File: src/design/c16fd_pkg.sv
// Package for the CRC16 checked frame decoder: shared types, frame constants
// and the byte-wide CRC16-CCITT update function. No dependencies.
package c16fd_pkg;

   localparam logic [15:0] CrcInit     = 16'hFFFF;
   localparam logic [15:0] CrcPoly     = 16'h1021;
   localparam logic [7:0]  SyncByte0   = 8'hAA;
   localparam logic [7:0]  SyncByte1   = 8'h55;
   localparam logic [16:0] FrameOvhd   = 17'd10;
   localparam logic [16:0] PayloadOffs = 17'd8;
   localparam logic [15:0] PosMax      = 16'hFFFF;

   // header byte offsets
   localparam logic [15:0] PosSync0  = 16'd0;
   localparam logic [15:0] PosSync1  = 16'd1;
   localparam logic [15:0] PosVer    = 16'd2;
   localparam logic [15:0] PosCmd    = 16'd3;
   localparam logic [15:0] PosSeqLo  = 16'd4;
   localparam logic [15:0] PosSeqHi  = 16'd5;
   localparam logic [15:0] PosLenLo  = 16'd6;
   localparam logic [15:0] PosLenHi  = 16'd7;

   localparam logic [7:0]  VersionReset    = 8'd1;
   localparam logic [11:0] MaxPayloadReset = 12'd128;

   localparam logic KindPayload = 1'b0;
   localparam logic KindSummary = 1'b1;

   typedef enum logic {
      RegVersion    = 1'b0,
      RegMaxPayload = 1'b1
   } reg_index_type;

   typedef struct packed {
      logic [7:0]  protocol_version;
      logic [11:0] max_payload;
   } cfg_type;

   typedef struct packed {
      logic        item_kind;
      logic [7:0]  payload_byte;
      logic        frame_ok;
      logic [7:0]  command_code;
      logic [15:0] sequence_number;
      logic [15:0] payload_count;
   } result_type;

   function automatic logic [15:0] crc_byte(input logic [15:0] crc, input logic [7:0] b);
      logic [15:0] c;
      c = crc ^ {b, 8'h00};
      for (int i = 0; i < 8; i++) begin
         if (c[15]) begin
            c = {c[14:0], 1'b0} ^ CrcPoly;
         end else begin
            c = {c[14:0], 1'b0};
         end
      end
      return c;
   endfunction

endpackage

File: src/design/crc16_checked_frame_decoder_core.sv
// Top level of the CRC16 checked frame decoder: input register, frame
// decode, result register and configuration port. Depends on c16fd_pkg.

// Takes one frame byte per request and gives back a payload byte for each
// payload position and one summary (ok flag, command, sequence, length) on the
// byte flagged as end of buffer; the CRC16-CCITT (0x1021, init 0xFFFF) covers
// all but the two trailing CRC bytes. A new byte is accepted every cycle while the
// path is not stalled: the request is registered in the input register, then
// decoded and its result written to the output register, and the only stall
// comes from a full output register that is not being drained.
module crc16_checked_frame_decoder_core
   import c16fd_pkg::*;
(
   input  logic        clock,
   input  logic        reset,
   input  logic        req_valid,
   output logic        req_stall,
   input  logic [7:0]  req_rx_byte,
   input  logic        req_end_of_buffer,
   output logic        rsp_valid,
   input  logic        rsp_stall,
   output logic        rsp_item_kind,
   output logic [7:0]  rsp_payload_byte,
   output logic        rsp_frame_ok,
   output logic [7:0]  rsp_command_code,
   output logic [15:0] rsp_sequence_number,
   output logic [15:0] rsp_payload_count,
   input  logic        csr_psel,
   input  logic        csr_penable,
   input  logic        csr_pwrite,
   input  logic [2:0]  csr_paddr,
   input  logic [31:0] csr_pwdata,
   output logic [31:0] csr_prdata,
   output logic        csr_pready
);

   cfg_type    cfg;
   logic       in_v_ff, in_v_in;
   logic [7:0] byte_ff;
   logic       last_ff;
   logic       out_v_ff, out_v_in;
   result_type out_ff;
   result_type res;
   logic       has_result;
   logic       out_free;
   logic       advance;
   logic       req_take;

   c16fd_csr u_csr (
      .clock       (clock),
      .reset       (reset),
      .csr_psel    (csr_psel),
      .csr_penable (csr_penable),
      .csr_pwrite  (csr_pwrite),
      .csr_paddr   (csr_paddr),
      .csr_pwdata  (csr_pwdata),
      .csr_prdata  (csr_prdata),
      .csr_pready  (csr_pready),
      .cfg         (cfg)
   );

   c16fd_frame u_frame (
      .clock      (clock),
      .reset      (reset),
      .step       (advance),
      .rx_byte    (byte_ff),
      .last       (last_ff),
      .cfg        (cfg),
      .has_result (has_result),
      .result     (res)
   );

   assign out_free  = !out_v_ff || !rsp_stall;
   assign advance   = in_v_ff && (!has_result || out_free);
   assign req_stall = in_v_ff && !advance;
   assign req_take  = req_valid && !req_stall;

   always_comb begin
      in_v_in = in_v_ff;
      if (advance || !in_v_ff) in_v_in = req_valid;
      out_v_in = out_v_ff;
      if (out_free) out_v_in = advance && has_result;
   end

   always_ff @(posedge clock) begin
      if (reset) begin
         in_v_ff  <= 1'b0;
         out_v_ff <= 1'b0;
      end else begin
         in_v_ff  <= in_v_in;
         out_v_ff <= out_v_in;
      end
   end

   always_ff @(posedge clock) begin
      if (req_take) begin
         byte_ff <= req_rx_byte;
         last_ff <= req_end_of_buffer;
      end
      if (advance && has_result) begin
         out_ff <= res;
      end
   end

   assign rsp_valid           = out_v_ff;
   assign rsp_item_kind       = out_ff.item_kind;
   assign rsp_payload_byte    = out_ff.payload_byte;
   assign rsp_frame_ok        = out_ff.frame_ok;
   assign rsp_command_code    = out_ff.command_code;
   assign rsp_sequence_number = out_ff.sequence_number;
   assign rsp_payload_count   = out_ff.payload_count;

   a_stall_only_when_held: assert property (@(posedge clock) disable iff (reset)
      req_stall |-> in_v_ff && has_result && out_v_ff)
      else $error("request stalled with free path");

   a_result_lands: assert property (@(posedge clock) disable iff (reset)
      advance && has_result |=> rsp_valid)
      else $error("decoded result not registered");

endmodule

File: src/design/c16fd_csr.sv
// Configuration registers of the frame decoder behind an APB-style port.
// Depends on c16fd_pkg.
module c16fd_csr
   import c16fd_pkg::*;
(
   input  logic        clock,
   input  logic        reset,
   input  logic        csr_psel,
   input  logic        csr_penable,
   input  logic        csr_pwrite,
   input  logic [2:0]  csr_paddr,
   input  logic [31:0] csr_pwdata,
   output logic [31:0] csr_prdata,
   output logic        csr_pready,
   output cfg_type     cfg
);

   logic [7:0]    version_ff;
   logic [7:0]    version_in;
   logic [11:0]   maxp_ff;
   logic [11:0]   maxp_in;
   logic          wr_en;
   reg_index_type idx;

   assign csr_pready = 1'b1;
   assign wr_en      = csr_psel && csr_penable && csr_pwrite;
   assign idx        = reg_index_type'(csr_paddr[2]);

   always_comb begin
      version_in = version_ff;
      maxp_in    = maxp_ff;
      csr_prdata = '0;
      unique case (idx)
         RegVersion: begin
            csr_prdata = {24'd0, version_ff};
            if (wr_en) version_in = csr_pwdata[7:0];
         end
         RegMaxPayload: begin
            csr_prdata = {20'd0, maxp_ff};
            if (wr_en) maxp_in = csr_pwdata[11:0];
         end
         default: begin
         end
      endcase
   end

   always_ff @(posedge clock) begin
      if (reset) begin
         version_ff <= VersionReset;
         maxp_ff    <= MaxPayloadReset;
      end else begin
         version_ff <= version_in;
         maxp_ff    <= maxp_in;
      end
   end

   assign cfg.protocol_version = version_ff;
   assign cfg.max_payload      = maxp_ff;

endmodule

File: src/design/c16fd_frame.sv
// Frame state and per-byte decode: header checks, held fields, delayed CRC
// and the payload/summary result. Depends on c16fd_pkg.
module c16fd_frame
   import c16fd_pkg::*;
(
   input  logic       clock,
   input  logic       reset,
   input  logic       step,
   input  logic [7:0] rx_byte,
   input  logic       last,
   input  cfg_type    cfg,
   output logic       has_result,
   output result_type result
);

   logic [15:0] pos_ff, pos_in;
   logic [15:0] crc_ff, crc_in;
   logic [15:0] rcv_ff, rcv_in;
   logic [7:0]  cmd_ff, cmd_in;
   logic [15:0] seq_ff, seq_in;
   logic [15:0] len_ff, len_in;
   logic        hdr_ff, hdr_in;

   logic [15:0] crc_nx, rcv_nx, seq_nx, len_nx, pos_nx;
   logic [7:0]  cmd_nx;
   logic        hdr_nx;
   logic [16:0] p_wide;
   logic [16:0] frame_len;
   logic        in_payload;
   logic        ok;

   always_comb begin
      crc_nx = (pos_ff >= 16'd2) ? crc_byte(crc_ff, rcv_ff[7:0]) : crc_ff;
      rcv_nx = {rx_byte, rcv_ff[15:8]};
      cmd_nx = cmd_ff;
      seq_nx = seq_ff;
      len_nx = len_ff;
      hdr_nx = hdr_ff;
      case (pos_ff)
         PosSync0: if (rx_byte != SyncByte0) hdr_nx = 1'b1;
         PosSync1: if (rx_byte != SyncByte1) hdr_nx = 1'b1;
         PosVer:   if (rx_byte != cfg.protocol_version) hdr_nx = 1'b1;
         PosCmd:   cmd_nx = rx_byte;
         PosSeqLo: seq_nx = {seq_ff[15:8], rx_byte};
         PosSeqHi: seq_nx = {rx_byte, seq_ff[7:0]};
         PosLenLo: len_nx = {len_ff[15:8], rx_byte};
         PosLenHi: len_nx = {rx_byte, len_ff[7:0]};
         default: begin
         end
      endcase
      pos_nx = (pos_ff == PosMax) ? pos_ff : pos_ff + 16'd1;

      p_wide     = {1'b0, pos_ff};
      frame_len  = p_wide + 17'd1;
      in_payload = (p_wide >= PayloadOffs) && (p_wide < PayloadOffs + {1'b0, len_nx});
      ok = !hdr_nx
         && (frame_len >= FrameOvhd)
         && (len_nx <= {4'd0, cfg.max_payload})
         && (frame_len == {1'b0, len_nx} + FrameOvhd)
         && (crc_nx == rcv_nx);

      has_result = last || in_payload;
      result     = '0;
      if (last) begin
         result.item_kind       = KindSummary;
         result.frame_ok        = ok;
         result.command_code    = cmd_nx;
         result.sequence_number = seq_nx;
         result.payload_count   = len_nx;
      end else begin
         result.item_kind    = KindPayload;
         result.payload_byte = rx_byte;
      end

      pos_in = pos_ff;
      crc_in = crc_ff;
      rcv_in = rcv_ff;
      cmd_in = cmd_ff;
      seq_in = seq_ff;
      len_in = len_ff;
      hdr_in = hdr_ff;
      if (step) begin
         if (last) begin
            pos_in = '0;
            crc_in = CrcInit;
            rcv_in = '0;
            cmd_in = '0;
            seq_in = '0;
            len_in = '0;
            hdr_in = 1'b0;
         end else begin
            pos_in = pos_nx;
            crc_in = crc_nx;
            rcv_in = rcv_nx;
            cmd_in = cmd_nx;
            seq_in = seq_nx;
            len_in = len_nx;
            hdr_in = hdr_nx;
         end
      end
   end

   always_ff @(posedge clock) begin
      if (reset) begin
         pos_ff <= '0;
         crc_ff <= CrcInit;
         rcv_ff <= '0;
         cmd_ff <= '0;
         seq_ff <= '0;
         len_ff <= '0;
         hdr_ff <= 1'b0;
      end else begin
         pos_ff <= pos_in;
         crc_ff <= crc_in;
         rcv_ff <= rcv_in;
         cmd_ff <= cmd_in;
         seq_ff <= seq_in;
         len_ff <= len_in;
         hdr_ff <= hdr_in;
      end
   end

   a_clear_after_last: assert property (@(posedge clock) disable iff (reset)
      step && last |=> pos_ff == 16'd0 && crc_ff == CrcInit && !hdr_ff)
      else $error("frame state not cleared after last byte");

   a_pos_advance: assert property (@(posedge clock) disable iff (reset)
      step && !last && pos_ff != PosMax |=> pos_ff == $past(pos_ff) + 16'd1)
      else $error("byte position did not advance");

   a_no_payload_before_len: assert property (@(posedge clock) disable iff (reset)
      has_result && result.item_kind == KindPayload |-> pos_ff >= 16'd8 && !last)
      else $error("payload item outside payload region");

endmodule

File: config.mk
export PLATFORM = sky130hd
export DESIGN_NAME = crc16_checked_frame_decoder_core
export DESIGN_NICKNAME = d
export VERILOG_FILES = /design/src/design/c16fd_pkg.sv /design/src/design/crc16_checked_frame_decoder_core.sv /design/src/design/c16fd_csr.sv /design/src/design/c16fd_frame.sv
export SDC_FILE = /design/constraint.sdc
export NUM_CORES = 1
export LEC_CHECK = 0
export CAP_MARGIN = 20
export CORE_ASPECT_RATIO = 0.5
export CORE_MARGIN = 2
export CORE_UTILIZATION = 56
export CTS_CLUSTER_SIZE = 8
export DETAILED_ROUTE_END_ITERATION = 7
export DONT_BUFFER_PORTS = 1
export MAX_ROUTING_LAYER = met4
export PLACE_DENSITY = 0.73
export SETUP_SLACK_MARGIN = 0.3
export SLEW_MARGIN = 10
export SYNTH_ARGS = -nofsm -noshare
export SYNTH_HDL_FRONTEND = slang
export SYNTH_SLANG_ARGS = --single-unit
File: constraint.sdc
create_clock -name clock -period 6.65 [get_ports clock]
set_clock_uncertainty 0.2 [all_clocks]
set_input_delay 1.33 -clock clock [delete_from_list [all_inputs] [get_ports clock]]
set_output_delay 1.33 -clock clock [all_outputs]
set_load 0.01 [all_outputs]
; ---- After elaboration in Yosys (flattened, before gate mapping)
; Index checks and enable logic that the tools add are counted.
[totals]
register_bits = 170
inputBits = 51
out_inout_bits = 85
elab_cells = 104
[op_classes]
n_addsub = 4
order_cmp = 5
n_eq_ne = 14
muxes = 26
n_bitwise = 10
n_reduce_logical = 26
[op_table]
columns = op, n
row1 = 16-bit 2-to-1 mux, 7
row2 = 13-bit 2-to-1 mux, 8
row3 = 16-bit by 3-bit equality test with 1-bit output (second input constant), 4
row4 = 16-bit one-hot mux with 2 select lines, 2
row5 = 32-bit one-hot mux with 2 select lines, 1
row6 = 16-bit by 2-bit equality test with 1-bit output (second input constant), 2
row7 = 3-bit inverter, 8
row8 = 16-bit by 1-bit adder with 17-bit output (second input constant), 1
row9 = 16-bit by 4-bit adder with 17-bit output (second input constant), 1
row10 = 4-bit by 16-bit adder with 17-bit output (first input constant), 1
row11 = 17-bit equality test, 1
row12 = 17-bit by 4-bit >= comparator with 1-bit output (second input constant), 1
row13 = 16-bit by 17-bit less-than comparator with 1-bit output, 1
row14 = 16-bit by 1-bit adder with 16-bit output (second input constant), 1
row15 = 16-bit by 1-bit equality test with 1-bit output (second input constant), 1
row16 = 16-bit equality test, 1
row17 = 16-bit equality test (second input constant), 1
row18 = 16-bit by 2-bit >= comparator with 1-bit output (second input constant), 1
row19 = 16-bit by 4-bit >= comparator with 1-bit output (second input constant), 1
row20 = 16-bit by 12-bit less-or-equal comparator with 1-bit output, 1
row21 = 16-bit logical NOT, 1
row22 = 8-bit 2-to-1 mux, 2
row23 = 16-bit XOR, 1
row24 = 1-bit logical AND, 11
row25 = other kinds (10), 25

; ---- Longest topological paths before layout
; Gate-level depths: netlist (run 1).
[depth]
depth_word = 20
ltp_mapped = 23

; ---- Cells and area by module
; Synthesis (run 1) repeated with hierarchy kept, for this count alone.
[hier_totals]
cells_unflattened = 1095
area_unflattened_um2 = 10049.6
[by_module_without_submodules]
columns = mod, n_inst, cells_per_inst, area_per_inst_um2
row1 = c16fd_frame, 1, 905, 7024.2
row2 = crc16_checked_frame_decoder_core, 1, 72, 1864.3
row3 = c16fd_csr, 1, 118, 1161.1

; ---- Least setup slack after synthesis (run 1)
; OpenSTA, ideal clock, no wires.
[synth_path]
path_kind = register to register
start = reg u_frame.pos_ff[0]
end = reg out_ff (netlist bit rsp_command_code[0]), enable pin
setup_time_ns = 0.458
arrival_ns = 5.895
t_required_ns = 5.992
path_slack_ns = 0.097
path_stages_with_launch = 21
n_path_buf = 1
cell_sequence = dfxtp_1 -> inv_1 -> ha_1 -> nor4bb_1 -> nand4_1 -> a22oi_2 -> inv_1 -> ha_1 -> nand3_1 -> nor2_1 -> nand2_1 -> nor2_1 -> xor2_1 -> ha_1 -> o21ai_0 -> a21o_1 -> a31oi_1 -> o311a_1 -> o21ai_2 -> clkbuf_1 -> nor2_1
[synth_via]
elab_chain_cells = 10
elab_cells_between_ends = 12
cone_classes = 1 x add/sub / 2 x order compare / 2 x eq/ne / 1 x mux / 6 x reduce/logical
[synth_lines]
columns = item, line
row1 = "start, declared", c16fd_frame.sv:16  ; logic [15:0] pos_ff, pos_in;
row2 = "start signal, assigned", c16fd_frame.sv:113  ; pos_ff <= pos_in;
row3 = 16-bit by 3-bit equality test with 1-bit output, c16fd_frame.sv:39  ; case (pos_ff)
row4 = 16-bit one-hot mux with 2 select lines (*), c16fd_frame.sv:39
row5 = net u_frame.len_nx[3], c16fd_frame.sv:24  ; logic [15:0] crc_nx, rcv_nx, seq_nx, len_nx, pos_nx;
row6 = 4-bit by 16-bit adder with 17-bit output (*), c16fd_frame.sv:55  ; in_payload = (p_wide >= PayloadOffs) && (p_wide < PayloadOffs + {1'b0, len_nx});
row7 = 16-bit by 17-bit less-than comparator with 1-bit output (*), c16fd_frame.sv:55
row8 = 1-bit logical AND (*), c16fd_frame.sv:55
row9 = 1-bit logical OR (*), c16fd_frame.sv:62  ; has_result = last || in_payload;
row10 = 1-bit logical NOT, crc16_checked_frame_decoder_core.sv:74  ; assign advance = in_v_ff && (!has_result || out_free);
row11 = 1-bit logical OR, crc16_checked_frame_decoder_core.sv:74
row12 = 1-bit logical AND, crc16_checked_frame_decoder_core.sv:74
row13 = 1-bit logical AND (*), crc16_checked_frame_decoder_core.sv:100  ; if (advance && has_result) begin
row14 = "end signal, assigned", crc16_checked_frame_decoder_core.sv:101  ; out_ff <= res;
row15 = "end, declared", crc16_checked_frame_decoder_core.sv:42  ; result_type out_ff;
; The timed path passes the listed nets; every way through them passes the cells marked *.
; A chain may end at the register's enable or synchronous reset.

; ---- Final worst setup path (run 1)
[layout_path]
start = reg u_frame.pos_ff[0]
end = out req_stall
[layout_via]
elab_chain_cells = 11
elab_cells_between_ends = 13
cone_classes = 1 x add/sub / 2 x order compare / 2 x eq/ne / 1 x mux / 7 x reduce/logical
[layout_lines]
columns = item, line
row1 = 16-bit by 3-bit equality test with 1-bit output, c16fd_frame.sv:39
row2 = 16-bit one-hot mux with 2 select lines, c16fd_frame.sv:39
row3 = 4-bit by 16-bit adder with 17-bit output, c16fd_frame.sv:55
row4 = 16-bit by 17-bit less-than comparator with 1-bit output, c16fd_frame.sv:55
row5 = 1-bit logical AND (*), c16fd_frame.sv:55
row6 = 1-bit logical OR (*), c16fd_frame.sv:62
row7 = 1-bit logical NOT (*), crc16_checked_frame_decoder_core.sv:74
row8 = 1-bit logical OR (*), crc16_checked_frame_decoder_core.sv:74
row9 = 1-bit logical AND (*), crc16_checked_frame_decoder_core.sv:74
row10 = 1-bit logical NOT (*), crc16_checked_frame_decoder_core.sv:75  ; assign req_stall = in_v_ff && !advance;
row11 = 1-bit logical AND (*), crc16_checked_frame_decoder_core.sv:75
row12 = "end, declared", crc16_checked_frame_decoder_core.sv:17  ; output logic req_stall,
; Every way passes the cells marked *; elsewhere a longest branch is shown, timed or not.

==> results of run 1 <==
synth_stat cells (5+ instances only):
library cell	number
o31ai_1	8
o32a_1	6
nor3_1	10
nor4_1	9
o21a_1	6
nor2b_1	12
nand4b_1	5
dfxtp_1	111
a21oi_1	89
xor2_1	27
and3_1	7
nand2b_1	5
nor2_1	96
a21o_1	11
o21ai_0	23
or3_1	18
a22o_1	15
inv_1	36
nand3_1	38
nand3b_1	6
o211ai_1	6
nand2_1	151
nand4_1	20
xnor2_1	49
a2bb2oi_1	7
ha_1	35
edfxtp_1	59
a32oi_1	17
mux2_2	8
a2bb2o_1	8
a31oi_1	13
buf_4	22
and4_1	7
buf_2	11
a22oi_1	31
clkbuf_1	58
report_power, final:
| part | total (mW) | internal [mW] | switching (mW) |
|---|---|---|---|
| Sequential | 1.12 | 1.09 | 0.0258 |
| Combinational | 0.127 | 0.0377 | 0.0896 |
| Clock | 0.976 | 0.496 | 0.480 |
| Total | 2.22 | 1.62 | 0.595 |
area by class of cell:
type	instances	area, um^2	area share, %
clock buffer	19	432.9	4.015
clock inverter	13	126.4	1.172
inverter	36	135.1	1.253
multi-input combinational	837	5424	50.30
sequential	170	3995	37.05
tap	234	292.8	2.715
timing repair buffer	48	376.6	3.493
per-stage QoR:
| stage | instances | power [mW] |
|---|---|---|
| final | 1357 | 2.219 |
| after global routing | 1357 | 2.282 |
| after CTS | 1348 | 2.214 |
| after detailed placement | 1314 | 1.260 |
| after global placement | 1314 | 1.256 |
| after floorplan | 1143 | 1.233 |
worst reg2reg max path, cell delays in order, from the launching register on:
cell and delay (ns):
dfxtp_1 0.45, inv_2 0.12, ha_4 0.21, buf_4 0.16
and4bb_2 0.32, nand4_2 0.27, a22oi_2 0.44, nor2_1 0.17
nand4_1 0.13, xnor2_1 0.13, ha_1 0.27, a211o_1 0.26
a21oi_1 0.17, a21o_1 0.14, a31oi_1 0.06, o311a_1 0.47
o21ai_2 0.26, buf_4 0.38, o21bai_2 0.34, o22a_1 0.30
state kept, by name (all words and copies together) (netlist names), 12 cells and up:
| register | count |
|---|---|
| u_frame.crc_ff | 16 |
| u_frame.len_ff | 16 |
| u_frame.seq_ff | 16 |
| rsp_sequence_number | 16 |
| u_frame.rcv_ff | 16 |
| u_csr.maxp_ff | 12 |
| u_frame.pos_ff | 16 |
| rsp_payload_count | 16 |
metal layers:
| metal | share of wire (%) | track usage [%] | routed length (um) | vias to the layer above |
|---|---|---|---|---|
| met2 | 43 | 46.60 | 12550 | 433 |
| met1 | 45 | 45.21 | 13160 | 4168 |
| li1 | - | - | - | 3997 |
| met5 | 0 | - | 0 | - |
| met4 | 2.4 | 9.278 | 707 | 0 |
| met3 | 10 | 7.297 | 3000 | 71 |
cell families after synthesis:
kind of cell | count (synthesis) | synth area share, %
flops | 170 | 40.29
xor+xnor | 80 | 7.574
compound gates | 274 | 19.07
mux | 9 | 1.010
fa+ha+maj | 35 | 4.418
simple gates | 418 | 21.09
buf+inv | 136 | 6.463
other cells | 2 | 0.07577
cells in the final DEF (no fill, tap or decap), drive strengths merged, types with 18 or more instances in the layout:
cell and count:
a21oi 89, a22oi 32, buf 48, clkbuf 19, conb 21, dfxtp 111
edfxtp 59, ha 35, inv 44, nand2 151, nand3 38, nand4 21
nor2 96, o21ai 25, or3 18, xnor2 50, xor2 27
what timing repair did:
| item | 4_1_cts | 5_1_grt |
|---|---|---|
| buffers inserted | 2 | 8 |
| setup endpoints to repair | 1 | 1 |
| gates resized for setup | 6 | 11 |
| hold buffers | 0 | 0 |
| pin swaps | 1 | 6 |
worst paths after layout:
check / depth (start not counted) / startpoint / to
max reg2reg: 19 / u_frame.pos_ff[0] / u_frame.crc_ff[12]
min reg2reg: 2 / u_csr.maxp_ff[11] / u_csr.maxp_ff[11]
max: 17 / u_frame.pos_ff[0] / req_stall
min: 2 / u_csr.maxp_ff[11] / u_csr.maxp_ff[11]
==> impl_metrics.py, run 1 <==
metrics = {
    "status": {
        "status": "completed",
    },
    "power_and_ir_drop": {
        "cellLeakagePower_nw": 3.894,
        "ir_drop_mv": 0.1741,
        "power_density_nw_per_um2": 205.8,
    },
    "yosys": {
        "synth_area_leaders": "dfxtp_1 22%, edfxtp_1 18%, nand2_1 5.7%",
        "netlist_instances": 1124,
        "yosysUniqueCellTypes": 83,
        "synth_ff_type": "dfxtp_1",
        "syn_area_um2": 9912,
        "synth_edf_count": 59,
        "synth_top_area_share_pct": 22.42,
        "ys_seq_elements": 170,
        "ys_warn_count": 0,
        "synth-async-reset-ratio_pct": 0,
        "syn_area_per_cell_um2": 8.819,
        "synth_top_cell_by_area": "dfxtp_1",
        "synth_seq_area_share_pct": 40.29,
    },
    "worst_setup_path": {
        "path_class": "reg -> out",
        "crit_chain": "inv_2 -> ha_4 -> buf_4 -> and4bb_2 -> nand4_2 -> a22oi_2 -> nor2_1 -> nand4_1 -> xnor2_1 -> ha_1 -> a211o_1 -> a21oi_1 -> a21o_1 -> a31oi_1 -> o31ai_2 -> o21ai_1 -> nor2_4",
        "required_ns": 5.12,
        "cp_max_fo": 10,
        "regToRegSetupSlack_ns": 1.28,
        "cp-start-kind": "flop",
        "cp_top_family": "compound AO/OA/AOI/OAI gates",
        "path_buf_inv": 2,
        "critPathSlowestCell": "dfxtp_1",
        "crit_path_end_kind": "output port",
        "worst_ep_arrival_time_ns": 4.54,
        "critPathMaxStageDelay_ns": 0.45,
    },
    "timing": {
        "whs_ns": 0.2556,
        "clock.fmax_mhz": 164.7,
        "grt_setup_unrepaired": "false",
        "finalCriticalPeriod_ns": 6.073,
        "maxSlewViolCount": 0,
        "relSlewSlack_pct": 38.23,
        "fin_ws_ns": 0.5773,
        "setup_viol": 0,
        "final.period_utilization_pct": 91.32,
        "hold_viol": 0,
        "final.setup.tns_ns": 0,
        "worstMarginPinSlew_ns": 0.9265,
    },
    "floorplan": {
        "die_w_um": 192.2,
        "io_pins": 136,
        "die_area_um2": 18850,
        "initial_utilization_pct": 57.11,
        "num_rows": 34,
        "die-height_um": 98.08,
        "core_um2": 17360,
    },
    "clocking": {
        "clkLatencyLatePin_ns": 0.44,
        "cts_num_sinks": 170,
        "cts_tree": "done",
        "cts_root_buf": "clkbuf_16",
        "cts_buffers": 17,
        "clk_pin_slew_ns": 0.07,
        "htreeDepth": 4,
        "clk_path_buf_depth": 2,
    },
    "drt": {
        "firstDrtPassIters": 5,
        "ant_nets": 0,
        "drcViolationCount": 0,
        "routed_wl_mm": 29.41,
        "wire_per_inst_um": 21.68,
        "viasPerCell": 6.388,
        "drt-initial-drc-count": 1010,
        "via_count": 8669,
    },
    "global_route": {
        "antenna_found_initial": 0,
        "grt_max_degree": 97,
        "grt_overflow": 0,
        "grt.total_usage_pct": 32.28,
        "grt_pass1_vias": 7919,
        "grt_pass1_wl_mm": 45.10,
    },
    "layout": {
        "post-route-cell-area_um2": 10780,
        "fillers": 1486,
        "n_antenna_cell": 0,
        "synthToLayoutAreaGrowth_pct": 8.785,
        "fin_util_pct": 62.13,
        "num-nets-final": 1196,
        "drive_gt1_share_pct": 10.77,
    },
    "place": {
        "port_buffers": 0,
        "dpl_cell_area_um2": 10070,
        "gp_congestion": 0.9918,
        "place_ws_ns": 0.4445,
        "post-dp-hpwl_mm": 20.77,
    },
    "run": {
        "max-cap-violations": 0,
    },
    "min_path": {
        "hp-class": "reg -> reg",
    },
}
Note: power is estimated with default switching activity, not from simulation.
==> run 2, diff against run 1 <==
Settings changed: PLACE_DENSITY 0.73 to unset, PLACE_DENSITY_LB_ADDON set to 0.05, RECOVER_POWER set to 100.
==> run 2 against run 1 <==
Against the previous run: the flow now finishes with violations (capacitance limit, slew limit); hold slack improved by 0.0036 ns; via count fell by 1.8%; fmax fell by 2.8%; non-clock buffer count fell by 6; register-to-register slack got worse by 0.68 ns; core utilization fell by 0.19 points; highest routed layer unchanged; largest cell class unchanged; clock power rose by 9.6%; critical endpoint unchanged; combinational power fell by 8%.
==> impl_metrics.py, run 2 (synthesized netlist as in run 1, its figures left out) <==
metrics = {
    "place": {
        "port_buffers": 0,
        "post-dp-hpwl_mm": 20.32,
        "gp_congestion": 0.9189,
        "place_ws_ns": 0.7055,
    },
    "worst_setup_path": {
        "cp_max_fo": 8,
        "crit_path_end_kind": "output port",
        "r2r-start": "last_ff",
        "critPathSlowestCell": "dfxtp_1",
        "cp-startpoint": "u_frame.pos_ff[1]",
        "cp_top_family": "compound AO/OA/AOI/OAI gates",
        "cp-start-kind": "flop",
        "crit_top_cell": "a21o_1",
        "crit_chain": "ha_1 -> nor4bb_1 -> clkbuf_1 -> nand4_1 -> buf_4 -> a22oi_2 -> inv_1 -> ha_2 -> nand3_1 -> nor2_1 -> xnor2_1 -> ha_1 -> a21o_1 -> a21o_1 -> a21oi_1 -> a21o_1 -> a31oi_1 -> o31ai_2 -> o21ai_0 -> nor2_1 -> buf_4",
        "path_buf_inv": 4,
        "endpoint": "req_stall",
        "rr_worst_depth": 8,
        "critPathMaxStageDelay_ns": 0.48,
        "rr_endpoint": "u_frame.len_ff[14]",
        "worst_ep_arrival_time_ns": 4.72,
        "regToRegSetupSlack_ns": 0.60,
        "cp.depth": 21,
        "path_class": "reg -> out",
        "required_ns": 5.12,
    },
    "clocking": {
        "cts_num_sinks": 170,
        "clkLatencyLatePin_ns": 0.43,
        "cts_root_buf": "clkbuf_16",
        "cts_buffers": 17,
        "cts_tree": "done",
        "clk_pin_slew_ns": 0.07,
        "htreeDepth": 4,
        "clk_path_buf_depth": 2,
    },
    "global_route": {
        "grt_max_degree": 97,
        "grt_pass1_vias": 7734,
        "grt_overflow": 0,
        "antenna_found_initial": 0,
        "grt.total_usage_pct": 31.94,
        "grt_pass1_wl_mm": 44.52,
    },
    "floorplan": {
        "die_area_um2": 18850,
        "io_pins": 136,
        "num_rows": 34,
        "die-height_um": 98.08,
        "initial_utilization_pct": 57.11,
        "die_w_um": 192.2,
        "core_um2": 17360,
    },
    "timing": {
        "fin_ws_ns": 0.4023,
        "worstMarginPinSlew_ns": 3.274,
        "maxSlewViolCount": 67,
        "relSlewSlack_pct": -118.3,
        "whs_ns": 0.2592,
        "grt_setup_unrepaired": "false",
        "final.setup.tns_ns": 0,
        "clock.fmax_mhz": 160.1,
        "hold_viol": 0,
        "finalCriticalPeriod_ns": 6.248,
        "setup_viol": 0,
        "final.period_utilization_pct": 93.95,
    },
    "drt": {
        "drt-initial-drc-count": 880,
        "firstDrtPassIters": 6,
        "wire_per_inst_um": 21.47,
        "drcViolationCount": 0,
        "routed_wl_mm": 29.01,
        "viasPerCell": 6.298,
        "via_count": 8509,
        "ant_nets": 0,
    },
    "status": {
        "violations": "capacitance limit, slew limit",
        "status": "finished, violations left",
    },
    "layout": {
        "fillers": 1511,
        "num-nets-final": 1190,
        "n_antenna_cell": 0,
        "final_cell_mix": "151 x nand2_1, 111 x dfxtp_1, 94 x nor2_1",
        "drive_gt1_share_pct": 8.684,
        "synthToLayoutAreaGrowth_pct": 8.445,
        "final_common_cell": "nand2_1",
    },
    "min_path": {
        "hp-class": "reg -> reg",
    },
    "run": {
        "max-cap-violations": 1,
    },
    "power_and_ir_drop": {
        "power_density_nw_per_um2": 214.1,
        "ir_drop_mv": 0.1824,
        "cellLeakagePower_nw": 3.880,
    },
}
[run 2: cell count changes in the layout (fill, tap and decap cells not counted), moves of 3 or more]
cell / previous run / this run
buf_4: 46 / 30
clkbuf_1: 2 / 9
inv_6: 4 / 0
mux2_1: 0 / 8
mux2_2: 8 / 0
o21ai_0: 22 / 25
[run 2: worst min-delay path by stage]
stage	start	end	cells after the start
final	u_csr.maxp_ff[11]	u_csr.maxp_ff[11]	2
after global routing	u_csr.maxp_ff[8]	u_csr.maxp_ff[8]	2
after CTS	u_csr.maxp_ff[11]	u_csr.maxp_ff[11]	2
after detailed placement	u_csr.maxp_ff[11]	u_csr.maxp_ff[11]	2
after global placement	u_csr.maxp_ff[8]	u_csr.maxp_ff[8]	2
after floorplan	u_frame.len_ff[0]	u_frame.len_ff[0]	2
[run 2: worst reg2reg max path, delay by kind of cell, from the launching register on]
family | cells | cell delay (ns)
AO/OA/AOI/OAI | 3 | 1.07
buffers and inverters | 4 | 3.61
flip-flops | 1 | 0.60
AND/OR/NAND/NOR | 1 | 0.50
[run 2: per-layer routing]
layer  global-route usage, %  wire [um]
met3                   9.418       3224
met2                   45.16      12380
met5                       -          0
met4                   6.870        433
met1                   45.02      12970
[run 2: layout make-up]
class,count,area [um^2],share of cell area [%]
clock buffers,17,425.4,3.958
repair buffers,42,291.5,2.712
clock inverters,15,203.9,1.897
flip-flops and latches,170,3994,37.16
well taps,234,292.8,2.724
inverters,36,135.1,1.257
multi-input cells,837,5406,50.30
[run 2: power breakdown]
| group | internal [mW] | leakage, nW | switching (mW) |
|---|---|---|---|
| Clock | 0.577 | 0.302 | 0.488 |
| Combinational | 0.0336 | 2.13 | 0.0833 |
| Sequential | 1.09 | 1.45 | 0.0291 |
[run 2: what timing repair did]
action | in CTS | in global routing
setup endpoints to repair | 1 | 1
resized for setup | 1 | 12
hold buffers | 0 | 0
setup buffers | 0 | 7
gates cloned | 0 | 0
pin swaps | 0 | 5
[run 2: metrics by stage]
step                std cells  area (um^2)  util, %  power [mW]
detailed placement       1312        10070    57.99       1.259
CTS                      1344        10700    61.67       2.312
global placement         1312        10070    57.99       1.257
global route             1351        10750    61.93       2.369
finish                   1351        10750    61.93       2.301
floorplan                1143         9986        -       1.233
